==> src/rtl/sssp_pkg.sv <==
// Shared types and constants for the single-source shortest path block.
// No dependencies; the top, the relaxation unit and the testbench use this package by scoped names.
package sssp_pkg;

  localparam int VIDX_W    = 4;
  localparam int WEIGHT_W  = 16;
  localparam int DIST_W    = 21;
  localparam int VCOUNT_W  = 5;
  localparam int VMAX_IDX  = 16;
  localparam int DIST_MAX  = 1048575;
  localparam int DIST_MIN  = -1048576;

  localparam logic REQ_LOAD  = 1'b0;
  localparam logic REQ_START = 1'b1;

  typedef struct packed {
    logic [VIDX_W-1:0]          src;
    logic [VIDX_W-1:0]          dst;
    logic signed [WEIGHT_W-1:0] weight;
  } edge_t;

  localparam int EDGE_W = $bits(edge_t);

  typedef enum logic [3:0] {
    S_IDLE,
    S_INIT,
    S_RD_EDGE,
    S_RD_SRC,
    S_RD_DST,
    S_RELAX,
    S_OUT_RD,
    S_OUT_LD,
    S_NEG
  } state_t;

endpackage

==> src/rtl/single_source_shortest_path_top.sv <==
// Top level of the single-source shortest path block: sequencer and tables.
// Depends on sssp_pkg, sssp_ram and sssp_relax.
//
//  channel  | handshake          | words
//  ---------+--------------------+--------------------------------------------
//  input    | start & !busy      | in_req_type, in_edge_from/to/weight
//  result   | out_strobe         | out_vertex_index ... out_last
//  config   | cfg_wr_en          | cfg_wr_data (vertex count)
//
// Edge loads may follow each other every cycle while the block is not busy.
// A start runs N + 1 passes over the E stored edges, N being the active vertex count,
// the last pass only checking for a negative cycle; it then gives one result word per
// vertex (read from the single-read-port vertex table, then registered), or one negative-cycle word.
// Reset is synchronous and active low; it empties the edge store and sets N to one.
// Result words appear for one cycle each and are never held back.
module single_source_shortest_path_top #(
  parameter int MAX_VERTICES = 16,
  parameter int MAX_EDGES    = 64
) (
  input  logic                                  clk,
  input  logic                                  rst_n,
  input  logic                                  start,
  output logic                                  busy,
  input  logic                                  in_req_type,
  input  logic [sssp_pkg::VIDX_W-1:0]           in_edge_from,
  input  logic [sssp_pkg::VIDX_W-1:0]           in_edge_to,
  input  logic signed [sssp_pkg::WEIGHT_W-1:0]  in_edge_weight,
  input  logic                                  cfg_wr_en,
  input  logic [sssp_pkg::VCOUNT_W-1:0]         cfg_wr_data,
  output logic                                  out_strobe,
  output logic [sssp_pkg::VIDX_W-1:0]           out_vertex_index,
  output logic signed [sssp_pkg::DIST_W-1:0]    out_distance,
  output logic [sssp_pkg::VIDX_W-1:0]           out_predecessor,
  output logic                                  out_reachable,
  output logic                                  out_negative_cycle,
  output logic                                  out_last
);

  localparam int VT_DEPTH = (MAX_VERTICES < sssp_pkg::VMAX_IDX) ? MAX_VERTICES
                                                               : sssp_pkg::VMAX_IDX;
  localparam int VAW      = $clog2(VT_DEPTH);
  localparam int EAW      = (MAX_EDGES > 1) ? $clog2(MAX_EDGES) : 1;
  localparam int CNT_W    = $clog2(MAX_EDGES + 1);
  localparam int ACC_W    = $clog2(16 * MAX_EDGES + 2) + sssp_pkg::WEIGHT_W + 1;
  localparam int VT_W     = sssp_pkg::VIDX_W + ACC_W;
  localparam int VC_W     = sssp_pkg::VCOUNT_W;
  localparam int VI_W     = sssp_pkg::VIDX_W;
  localparam int NV       = sssp_pkg::VMAX_IDX;

  localparam logic [VC_W-1:0]         N_LIMIT  = VC_W'(VT_DEPTH);
  localparam logic [CNT_W-1:0]        CNT_FULL = CNT_W'(MAX_EDGES);
  localparam logic signed [ACC_W-1:0] SAT_HI   = ACC_W'(sssp_pkg::DIST_MAX);
  localparam logic signed [ACC_W-1:0] SAT_LO   = ACC_W'(sssp_pkg::DIST_MIN);

  sssp_pkg::state_t state_r, state_nxt;

  logic [VC_W-1:0]                  vertex_count_r, vertex_count_nxt;
  logic [VC_W-1:0]                  n_r, n_nxt;
  logic [VC_W-1:0]                  pass_r, pass_nxt;
  logic [CNT_W-1:0]                 edge_count_r, edge_count_nxt;
  logic [EAW-1:0]                   j_r, j_nxt;
  logic [VI_W-1:0]                  v_r, v_nxt;
  logic [NV-1:0]                    reach_r, reach_nxt;
  logic                             neg_r, neg_nxt;
  sssp_pkg::edge_t                  edge_r, edge_nxt;
  logic signed [ACC_W-1:0]          dsrc_r, dsrc_nxt;

  logic                             strobe_r, strobe_nxt;
  logic [VI_W-1:0]                  oidx_r, oidx_nxt;
  logic signed [sssp_pkg::DIST_W-1:0] odist_r, odist_nxt;
  logic [VI_W-1:0]                  opred_r, opred_nxt;
  logic                             oreach_r, oreach_nxt;
  logic                             oneg_r, oneg_nxt;
  logic                             olast_r, olast_nxt;

  logic                             accept;
  logic                             edge_we;
  logic [EAW-1:0]                   edge_raddr;
  logic [sssp_pkg::EDGE_W-1:0]      edge_wdata;
  logic [sssp_pkg::EDGE_W-1:0]      edge_rdata;
  sssp_pkg::edge_t                  edge_rd;
  logic                             vt_we;
  logic [VAW-1:0]                   vt_waddr;
  logic [VT_W-1:0]                  vt_wdata;
  logic [VAW-1:0]                   vt_raddr;
  logic [VT_W-1:0]                  vt_rdata;
  logic signed [ACC_W-1:0]          vt_rdist;
  logic [VI_W-1:0]                  vt_rpred;
  logic signed [ACC_W-1:0]          dist_sum;
  logic                             relax;
  logic                             check_pass;
  logic                             last_edge;
  logic [VC_W-1:0]                  n_raw;
  logic signed [ACC_W-1:0]          sat_dist;

  assign accept     = start && !busy;
  assign busy       = (state_r != sssp_pkg::S_IDLE);
  assign edge_wdata = {in_edge_from, in_edge_to, in_edge_weight};
  assign edge_rd    = sssp_pkg::edge_t'(edge_rdata);
  assign vt_rdist   = vt_rdata[ACC_W-1:0];
  assign vt_rpred   = vt_rdata[VT_W-1:ACC_W];
  assign check_pass = (pass_r == n_r);
  assign last_edge  = ((CNT_W'(j_r) + CNT_W'(1)) == edge_count_r);

  sssp_ram #(
    .WIDTH (sssp_pkg::EDGE_W),
    .DEPTH (MAX_EDGES)
  ) u_edge_ram (
    .clk   (clk),
    .we    (edge_we),
    .waddr (edge_count_r[EAW-1:0]),
    .wdata (edge_wdata),
    .raddr (edge_raddr),
    .rdata (edge_rdata)
  );

  sssp_ram #(
    .WIDTH (VT_W),
    .DEPTH (VT_DEPTH)
  ) u_vertex_ram (
    .clk   (clk),
    .we    (vt_we),
    .waddr (vt_waddr),
    .wdata (vt_wdata),
    .raddr (vt_raddr),
    .rdata (vt_rdata)
  );

  sssp_relax #(
    .ACC_W (ACC_W)
  ) u_relax (
    .edge_in  (edge_r),
    .n_active (n_r),
    .reach    (reach_r),
    .dist_src (dsrc_r),
    .dist_dst (vt_rdist),
    .dist_sum (dist_sum),
    .relax    (relax)
  );

  always_comb begin
    state_nxt = state_r;
    case (state_r)
      sssp_pkg::S_IDLE: begin
        if (accept && (in_req_type == sssp_pkg::REQ_START)) begin
          state_nxt = sssp_pkg::S_INIT;
        end
      end
      sssp_pkg::S_INIT: begin
        state_nxt = (edge_count_r == '0) ? sssp_pkg::S_OUT_RD : sssp_pkg::S_RD_EDGE;
      end
      sssp_pkg::S_RD_EDGE: state_nxt = sssp_pkg::S_RD_SRC;
      sssp_pkg::S_RD_SRC:  state_nxt = sssp_pkg::S_RD_DST;
      sssp_pkg::S_RD_DST:  state_nxt = sssp_pkg::S_RELAX;
      sssp_pkg::S_RELAX: begin
        if (last_edge && check_pass) begin
          state_nxt = (neg_r || relax) ? sssp_pkg::S_NEG : sssp_pkg::S_OUT_RD;
        end else begin
          state_nxt = sssp_pkg::S_RD_EDGE;
        end
      end
      sssp_pkg::S_OUT_RD: state_nxt = sssp_pkg::S_OUT_LD;
      sssp_pkg::S_OUT_LD: begin
        state_nxt = ((VC_W'(v_r) + VC_W'(1)) == n_r) ? sssp_pkg::S_IDLE
                                                     : sssp_pkg::S_OUT_RD;
      end
      sssp_pkg::S_NEG: state_nxt = sssp_pkg::S_IDLE;
      default: state_nxt = sssp_pkg::S_IDLE;
    endcase
  end

  always_comb begin
    edge_we    = 1'b0;
    edge_raddr = j_r;
    vt_we      = 1'b0;
    vt_waddr   = edge_r.dst[VAW-1:0];
    vt_wdata   = {edge_r.src, dist_sum};
    vt_raddr   = v_r[VAW-1:0];
    case (state_r)
      sssp_pkg::S_IDLE: begin
        edge_we = accept && (in_req_type == sssp_pkg::REQ_LOAD) &&
                  (edge_count_r < CNT_FULL);
      end
      sssp_pkg::S_INIT: begin
        vt_we    = 1'b1;
        vt_waddr = '0;
        vt_wdata = '0;
      end
      sssp_pkg::S_RD_SRC: vt_raddr = edge_rd.src[VAW-1:0];
      sssp_pkg::S_RD_DST: vt_raddr = edge_r.dst[VAW-1:0];
      sssp_pkg::S_RELAX:  vt_we    = relax && !check_pass;
      default: begin
      end
    endcase
  end

  always_comb begin
    n_raw            = (vertex_count_r == '0) ? VC_W'(1) : vertex_count_r;
    vertex_count_nxt = cfg_wr_en ? cfg_wr_data : vertex_count_r;
    n_nxt            = n_r;
    pass_nxt         = pass_r;
    edge_count_nxt   = edge_count_r;
    j_nxt            = j_r;
    v_nxt            = v_r;
    reach_nxt        = reach_r;
    neg_nxt          = neg_r;
    edge_nxt         = edge_r;
    dsrc_nxt         = dsrc_r;
    strobe_nxt       = 1'b0;
    oidx_nxt         = oidx_r;
    odist_nxt        = odist_r;
    opred_nxt        = opred_r;
    oreach_nxt       = oreach_r;
    oneg_nxt         = oneg_r;
    olast_nxt        = olast_r;
    sat_dist         = vt_rdist;
    if (vt_rdist > SAT_HI) begin
      sat_dist = SAT_HI;
    end else if (vt_rdist < SAT_LO) begin
      sat_dist = SAT_LO;
    end
    case (state_r)
      sssp_pkg::S_IDLE: begin
        if (edge_we) begin
          edge_count_nxt = edge_count_r + CNT_W'(1);
        end
        n_nxt = (n_raw > N_LIMIT) ? N_LIMIT : n_raw;
      end
      sssp_pkg::S_INIT: begin
        reach_nxt = NV'(1);
        neg_nxt   = 1'b0;
        pass_nxt  = '0;
        j_nxt     = '0;
        v_nxt     = '0;
      end
      sssp_pkg::S_RD_SRC: edge_nxt = edge_rd;
      sssp_pkg::S_RD_DST: dsrc_nxt = vt_rdist;
      sssp_pkg::S_RELAX: begin
        if (relax) begin
          if (check_pass) begin
            neg_nxt = 1'b1;
          end else begin
            reach_nxt[edge_r.dst] = 1'b1;
          end
        end
        if (last_edge) begin
          j_nxt    = '0;
          pass_nxt = pass_r + VC_W'(1);
        end else begin
          j_nxt = j_r + EAW'(1);
        end
      end
      sssp_pkg::S_OUT_RD: edge_count_nxt = '0;
      sssp_pkg::S_OUT_LD: begin
        strobe_nxt = 1'b1;
        oidx_nxt   = v_r;
        oreach_nxt = reach_r[v_r];
        odist_nxt  = reach_r[v_r] ? sat_dist[sssp_pkg::DIST_W-1:0] : '0;
        opred_nxt  = reach_r[v_r] ? vt_rpred : '0;
        oneg_nxt   = 1'b0;
        olast_nxt  = ((VC_W'(v_r) + VC_W'(1)) == n_r);
        v_nxt      = v_r + VI_W'(1);
      end
      sssp_pkg::S_NEG: begin
        edge_count_nxt = '0;
        strobe_nxt     = 1'b1;
        oidx_nxt       = '0;
        odist_nxt      = '0;
        opred_nxt      = '0;
        oreach_nxt     = 1'b0;
        oneg_nxt       = 1'b1;
        olast_nxt      = 1'b1;
      end
      default: begin
      end
    endcase
  end

  always_ff @(posedge clk) begin
    if (!rst_n) begin
      state_r        <= sssp_pkg::S_IDLE;
      vertex_count_r <= VC_W'(1);
      edge_count_r   <= '0;
      reach_r        <= '0;
      neg_r          <= 1'b0;
      strobe_r       <= 1'b0;
      n_r            <= VC_W'(1);
      pass_r         <= '0;
      j_r            <= '0;
      v_r            <= '0;
    end else begin
      state_r        <= state_nxt;
      vertex_count_r <= vertex_count_nxt;
      edge_count_r   <= edge_count_nxt;
      reach_r        <= reach_nxt;
      neg_r          <= neg_nxt;
      strobe_r       <= strobe_nxt;
      n_r            <= n_nxt;
      pass_r         <= pass_nxt;
      j_r            <= j_nxt;
      v_r            <= v_nxt;
    end
    edge_r   <= edge_nxt;
    dsrc_r   <= dsrc_nxt;
    oidx_r   <= oidx_nxt;
    odist_r  <= odist_nxt;
    opred_r  <= opred_nxt;
    oreach_r <= oreach_nxt;
    oneg_r   <= oneg_nxt;
    olast_r  <= olast_nxt;
  end

  assign out_strobe         = strobe_r;
  assign out_vertex_index   = oidx_r;
  assign out_distance       = odist_r;
  assign out_predecessor    = opred_r;
  assign out_reachable      = oreach_r;
  assign out_negative_cycle = oneg_r;
  assign out_last           = olast_r;

endmodule

==> src/rtl/sssp_ram.sv <==
// Generic single-port-write, single-port-read RAM with registered read data.
// No dependencies.
module sssp_ram #(
  parameter int WIDTH = 8,
  parameter int DEPTH = 16,
  localparam int AW = (DEPTH > 1) ? $clog2(DEPTH) : 1
) (
  input  logic             clk,
  input  logic             we,
  input  logic [AW-1:0]    waddr,
  input  logic [WIDTH-1:0] wdata,
  input  logic [AW-1:0]    raddr,
  output logic [WIDTH-1:0] rdata
);

  logic [WIDTH-1:0] mem [DEPTH];
  logic [WIDTH-1:0] rdata_r;

  always_ff @(posedge clk) begin
    if (we) begin
      mem[waddr] <= wdata;
    end
    rdata_r <= mem[raddr];
  end

  assign rdata = rdata_r;

endmodule

==> src/rtl/sssp_relax.sv <==
// Shared relaxation unit: one add and one signed compare per edge visit.
// Depends on sssp_pkg for the edge word layout.
module sssp_relax #(
  parameter int ACC_W = 27
) (
  input  sssp_pkg::edge_t                     edge_in,
  input  logic [sssp_pkg::VCOUNT_W-1:0]       n_active,
  input  logic [sssp_pkg::VMAX_IDX-1:0]       reach,
  input  logic signed [ACC_W-1:0]             dist_src,
  input  logic signed [ACC_W-1:0]             dist_dst,
  output logic signed [ACC_W-1:0]             dist_sum,
  output logic                                relax
);

  logic in_range;
  logic src_reach;
  logic dst_reach;

  always_comb begin
    in_range  = ({1'b0, edge_in.src} < n_active) && ({1'b0, edge_in.dst} < n_active);
    src_reach = reach[edge_in.src];
    dst_reach = reach[edge_in.dst];
    dist_sum  = dist_src + ACC_W'(edge_in.weight);
    relax     = in_range && src_reach && (!dst_reach || (dist_sum < dist_dst));
  end

endmodule

==> config.mk <==
export PLATFORM = sky130hd
export DESIGN_NAME = single_source_shortest_path_top
export DESIGN_NICKNAME = d
export VERILOG_FILES = /design/src/rtl/sssp_pkg.sv /design/src/rtl/single_source_shortest_path_top.sv /design/src/rtl/sssp_ram.sv /design/src/rtl/sssp_relax.sv
export SDC_FILE = /design/constraint.sdc
export NUM_CORES = 2
export LEC_CHECK = 0
export BUFFER_PORTS_ARGS = -buffer_cell sky130_fd_sc_hd__buf_2
export CAP_MARGIN = 25
export CORE_MARGIN = 5
export CORE_UTILIZATION = 62
export CTS_BUF_LIST = sky130_fd_sc_hd__clkbuf_8
export DETAILED_ROUTE_END_ITERATION = 7
export GPL_TIMING_DRIVEN = 1
export PLACE_DENSITY = 0.78
export SETUP_SLACK_MARGIN = 0.05
export SLEW_MARGIN = 25
export SYNTH_ARGS = -nofsm -noshare
export SYNTH_HDL_FRONTEND = slang
export SYNTH_SLANG_ARGS = --single-unit
==> constraint.sdc <==
create_clock -name clk -period 21.1 [get_ports clk]
set_input_delay 0 -clock clk [delete_from_list [all_inputs] [get_ports clk]]
set_output_delay 0 -clock clk [all_outputs]
set_load 0.005 [all_outputs]
* After elaboration in Yosys (flattened, before gate mapping)
Memory sizes are Yosys's and may differ from the RTL's. A register that Yosys moved wholly into a read port is not among the register bits.
Index checks and enable logic that the tools add are counted.
Widths: inputs -> output; s select.
** Storage, ports and cells
- Register bits after elaboration :: 138
- Latch bits :: 0
- Bits in writable memories :: 2048
- Memory bits (read-only) :: 0
- Input bits :: 34
- Logic and storage cells :: 137
- Memories :: 2
** Memory list
- u_edge_ram.mem :: depth 64, width 24, rd ports 1, clocked after memory_dff 1, wr ports 1, line sssp_ram.sv:16 : logic [WIDTH-1:0] mem [DEPTH];
- u_vertex_ram.mem :: depth 16, width 32, rd ports 1, clocked after memory_dff 1, wr ports 1, line sssp_ram.sv:16
** Operators by class
- Add/subtract/negate cells :: 7
- Multiply operators :: 0
- Div/mod/pow operators :: 0
- Order comparisons :: 11
- Equal/unequal tests :: 17
- Shift-type cells :: 0
- Mux-type cells :: 49
- Bitwise operators :: 2
- Reduce and logical (&&, ||, !) cells :: 29
** Operator list (number)
- $mux 21 :: 3
- $pmux 21 s2 :: 1
- $mux 16 :: 2
- $mux 32 :: 1
- $pmux 16 s2 :: 1
- $pmux 4 s2 :: 4
- $pmux 4 s8 :: 1
- $add 28x16->28 :: 1
- $gt 28x21->1 const B :: 1
- $lt 28x21->1 const B :: 1
- $lt 28x28->1 :: 1
- $mux 4 :: 5
- $eq 4x3->1 const B :: 4
- $or 16x16->16 :: 1
- $lt 4x5->1 const B :: 3
- $mux 5 :: 3
- $pmux 7 s2 :: 1
- $bmux 1 s4 :: 3
- $mux 1 :: 12
- $ne 2x2->1 const B :: 6
- $pmux 6 s2 :: 1
- $eq 5x5->1 :: 2
- $logic_and 1x1->1 :: 10
- $lt 4x5->1 :: 2
- other kinds (30) :: 45

* Logic depth before layout (Yosys ltp)
- Depth after elaboration :: 9
- Depth in mapped cells :: 19

* Cells and area by module
From an unflattened synthesis, not the netlist that was laid out.
** Unflattened totals
- Cell total of the unflattened synthesis :: 4305
- Area total of the unflattened synthesis :: 87526.4 um^2
** By module, submodules not included
- sssp_ram (u_edge_ram) :: instances 1, cells an instance 2610, area an instance 59295.6 um^2, sequential area each 46604.7 um^2
- sssp_ram (u_vertex_ram) :: instances 1, cells an instance 838, area an instance 19854.0 um^2, sequential area each 16015.4 um^2
- single_source_shortest_path_top :: instances 1, cells an instance 523, area an instance 5843.1 um^2, sequential area each 3603.5 um^2
- sssp_relax :: instances 1, cells an instance 334, area an instance 2533.7 um^2, sequential area each 0.0 um^2

* Least setup slack after synthesis
OpenSTA, ideal clock, no wires.
- Kind :: register to register
- Start :: reg edge_r[15] (netlist bit)
- End :: mem u_vertex_ram.mem[15][0] (netlist bit) (enable)
- Setup time :: 0.501 ns
- Arrival :: 7.181 ns
- Required time :: 20.599 ns
- Path slack :: 13.418 ns
- Stages on the path, launching flop included :: 17
- Path buffers :: 2
- Clock period less this slack :: 7.682 ns
- Cell sequence :: edfxtp_1 > ha_1 > clkbuf_1 > a211oi_1 > nand2_1 > a2111oi_0 > nor3_1 > nor3b_1 > ha_1 > and3_1 > a221o_1 > a221oi_1 > o21ai_1 > o211ai_2 > nand3_4 > buf_6 > nor4_1
** Between the ends
- Cells in the longest elaborated chain, start to end :: 8
** RTL lines
- from (decl) :: line single_source_shortest_path_top.sv:65 : sssp_pkg::edge_t edge_r, edge_nxt;
- from (signal assigned) :: line single_source_shortest_path_top.sv:303 : edge_r <= edge_nxt;
- $add 28x16->28 :: line sssp_relax.sv:23 : dist_sum = dist_src + ACC_W'(edge_in.weight);
- $lt 28x28->1 :: line sssp_relax.sv:24 : relax = in_range && src_reach && (!dst_reach || (dist_sum < dist_dst));
- $logic_or 1x1->1 :: line sssp_relax.sv:24
- $logic_and 1x1->1 :: line sssp_relax.sv:24
- $logic_and 1x1->1 :: line single_source_shortest_path_top.sv:191 : sssp_pkg::S_RELAX: vt_we = relax && !check_pass;
- $pmux 1 s2 :: line single_source_shortest_path_top.sv:179 : case (state_r)
- $mux 1 :: line sssp_ram.sv:20 : if (we) begin
- $mux 1 (implied by the code) :: line sssp_ram.sv:21 : mem[waddr] <= wdata;
- to (decl) :: line sssp_ram.sv:16
Every way passes these cells.

* Worst setup path in the final report
- Start :: reg edge_r[15] (netlist bit)
- End :: mem u_vertex_ram.mem[0][17] (netlist bit) (enable)
The elaborated chain is that of the path after synthesis.

==> summary.md <==
| Metric | Value |
|---|---|
| Status | `finished, final reports clean` |
| Slowest stage cell, crit path | `edfxtp_1` |
| TritonCTS Buffers | `between 300 and 400` |
| Met3 Use GR | `5.098%` |
| Final Cycle Share | `about 30%` |
| Final ANT Viol Nets | `0` |
| Global-route usage over all layers | `between 20% and 30%` |
| Final setup violating endpoints | `0` |
| # DRC | `0` |
| CTS tree | `built` |
| P_leak | `31.45 nW` |
| Yosys warns | `0` |
| WL per Instance | `a little over 30 µm` |
| Synth async-reset ratio | `0%` |
| Clk_lat worst skew | `about 1.0 ns` |
| Max cap viols | `0` |
| Total Neg Setup Slack | `0 ns` |
| IO Count | `68` |
| Class of the worst hold path | `in -> reg` |
| Register area | `roughly 66000 µm²` |
| Starting Density | `slightly above 60%` |
| Crit path buf inv count | `2` |
| FF+latch count, synth | `roughly 2200` |
| Pins Over Slew Limit | `0` |
| CP max FO | `17` |
| Layout cells sized above 1 | `between 20 and 25%` |
| Root buf cell | `clkbuf_8` |
| CTS max path bufs | `4` |
| Die area | `roughly 150000 µm²` |
| Relative max-transition margin | `25.05%` |
| DR iter-0 viols | `5942` |
| M2 GR Usage | `46.17%` |
| Slew @ Worst Pin | `about 1.1 ns` |
| FP Rows | `approximately 140` |
| Core area | `between 100000 and 150000 µm²` |
| Post-synth top area share | `~73%` |
| RSZ-0062 raised after global routing | `no` |
| Pwr dens | `about 96 nW/µm²` |
| Non-Filler Instances | `7005` |
| Arr. time, crit path | `6.92 ns` |
| Vias/cell | `6.620` |
| Synth top area cells | `edfxtp_1 73%, mux4_2 13%, dfxtp_1 2.5%, a211oi_1 1.7%, nand2_1 1.2%` |
| Largest delay share family, worst path | `compound AO/OA/AOI/OAI gates` |
| Area grow syn2layout | `11.32%` |
| Final #Nets | `a little under 5000` |
| Post-synth EDFFs | `roughly 2100` |
| Global-route wire length before repair | `308800 µm` |
| Area leader, netlist | `edfxtp_1` |
| Vias in the first global route | `around 47000` |
| DRT Pass-1 Iters | `5` |
| CP startpoint kind | `flip-flop` |
| Mapped Area | `between 80000 and 90000 µm²` |
| CP max stage delay | `0.74 ns` |
| Crit path kind | `reg -> reg` |
| Mapped Nets | `4628` |
| WP data required | `21.71 ns` |
| Crit. End Element | `flip-flop` |
| Mapped Avg Cell Area | `19.49 µm²` |
| Post-synthesis sequential area ratio | `between 70 and 80%` |
| Final hold vios | `0` |
| Post-DP HPWL | `~120000 µm` |
| Filler cells | `approximately 8400` |
| Placed cell count | `6328` |
| Crit-path cells | `ha_1 > a211oi_1 > nand2_1 > a2111oi_0 > buf_4 > nor3_1 > nor3b_1 > ha_1 > and3_1 > a221o_1 > a221oi_1 > o21ai_1 > o211ai_2 > nand4b_1 > o21ai_4 > buf_4` |
| CTS sink cnt | `approximately 2200` |
| Die height | `between 300 and 400 µm` |
| Highest clock rate | `~160 MHz` |
| Initial antenna violation count | `15` |
| GR peak layer | `met2` |
| Htree depth | `5` |
| Post-CTS sizing | `0` |
| Hold_buf cts | `53` |
| Clock Skews | `0.07729 ns` |
| Via count | `46380` |
| Pin count of the biggest net entering global routing | `144` |
| Synth unique cells | `73` |
| Port bufs | `67` |
| Clock transition at path regs | `around 0.060 ns` |
| Area taken by multi-input logic gates | `around 21000 µm²` |
| Post-CTS Setup Bufs | `0` |
| Total gr overflow | `0` |
| Max VDD drop | `roughly 0.000076 V` |
| GR Layer Usage met1 | `38.57%` |
| GP Congestion | `~0.9` |
| Post-synth top flop | `edfxtp_1` |
| Width of the die | `a little under 400 µm` |
| Post-Route WL | `between 200000 and 250000 µm` |
| Crit path time final | `~6.3 ns` |
| Post-Synthesis Cells | `~4500` |
cells in the mapped netlist, drive strengths merged, types with 49 or more instances:
master and n:
inv 49, nor2 152, mux4 519, buf 98, nand2 275, a211oi 203
clkbuf 173, edfxtp 2132, ha 65, a21oi 106, and3 139, dfxtp 110
a31oi 70
final timing paths:
check	to	start	cells after the start	slack, ns
min reg2reg	edge_r[17]$_DFFE_PP_	u_edge_ram.rdata[17]$_DFF_P_	0	0.40
min	u_edge_ram.mem[40][9]$_DFFE_PP_	in_edge_weight[9]	2	0.14
max reg2reg	u_vertex_ram.mem[0][17]$_DFFE_PP_	edge_r[15]$_DFFE_PP_	16	14.79
max	u_vertex_ram.mem[0][17]$_DFFE_PP_	edge_r[15]$_DFFE_PP_	16	14.79
state kept, by name, indices dropped and copies added (netlist names), 5 cells and up:
name	cells
pass_r	5
edge_raddr	6
u_vertex_ram.mem	512
dsrc_r	28
u_vertex_ram.rdata	32
n_r	5
u_edge_ram.rdata	24
out_distance	21
reach_r	16
vertex_count_r	5
u_edge_ram.mem	1536
edge_count_r	7
edge_r	24
stage by stage:
stage               power (mW)  utilization (%)  hold WS, ns  worst slack [ns]  area, µm²
floorplan                5.785                -      0.09887             13.42      88250
detailed placement       6.193            64.47       0.2318             14.90      91280
global placement         6.163            64.36       0.2136             14.90      91120
global route             9.791            69.37       0.1084             14.42      98220
finish                   9.443            69.38       0.1414             14.79      98240
CTS                      9.477            69.31      0.02158             14.78      98130
cells by family after synthesis:
group / after synthesis / synth area share (%)
compound gates: 536 / 4.147
xor+xnor: 38 / 0.3771
fa+ha+maj: 66 / 0.9443
buf+inv: 320 / 1.509
flops: 2242 / 75.04
mux: 566 / 13.79
simple gates: 760 / 4.192
power by group:
part / total, mW / internal [mW] / leakage, nW / switching, mW
combinational: 0.950 / 0.312 / 7.68 / 0.637
sequential: 5.17 / 5.07 / 20.1 / 0.106
clock: 3.32 / 1.72 / 3.66 / 1.60
area by class of cell:
cell class	count	share of cell area (%)
tap	1890	2.407
inverter	49	0.1872
sequential	2242	67.43
timing repair buffer	236	1.996
antenna	10	0.02547
clock buffer	379	5.310
multi-input combinational	1966	21.52
clock inverter	233	1.123
cell usage in the layout, fill, tap and decap left out, drive strengths merged, types with 24 or more instances in the layout:
cell type	count
edfxtp	2132
mux4	519
clkbuf	379
nand2	275
a211oi	203
buf	183
inv	158
nor2	152
and3	139
clkinv	112
dfxtp	110
a21oi	106
a31oi	70
ha	65
dlygate4sd3	53
mux2i	46
o21ai	45
nand3	38
and2	35
a311oi	33
nor2b	24
metal layers:
| layer | part of all wire [%] | vias up |
|---|---|---|
| met5 | 0.0042 | - |
| met4 | 4.3 | 2 |
| met3 | 9.7 | 458 |
| met2 | 50 | 2816 |
| met1 | 36 | 23780 |
| li1 | - | 19320 |
worst register-to-register path, cell delays in order, from the launching register on:
cell,delay [ns]
edfxtp_1,0.74
ha_1,0.43
a211oi_1,0.36
nand2_1,0.12
a2111oi_0,0.46
buf_4,0.21
nor3_1,0.06
nor3b_1,0.35
ha_1,0.30
and3_1,0.19
a221o_1,0.30
a221oi_1,0.28
o21ai_1,0.13
o211ai_2,0.47
nand4b_1,0.36
o21ai_4,0.72
buf_4,0.47
Power figures use the tool's default switching activity.
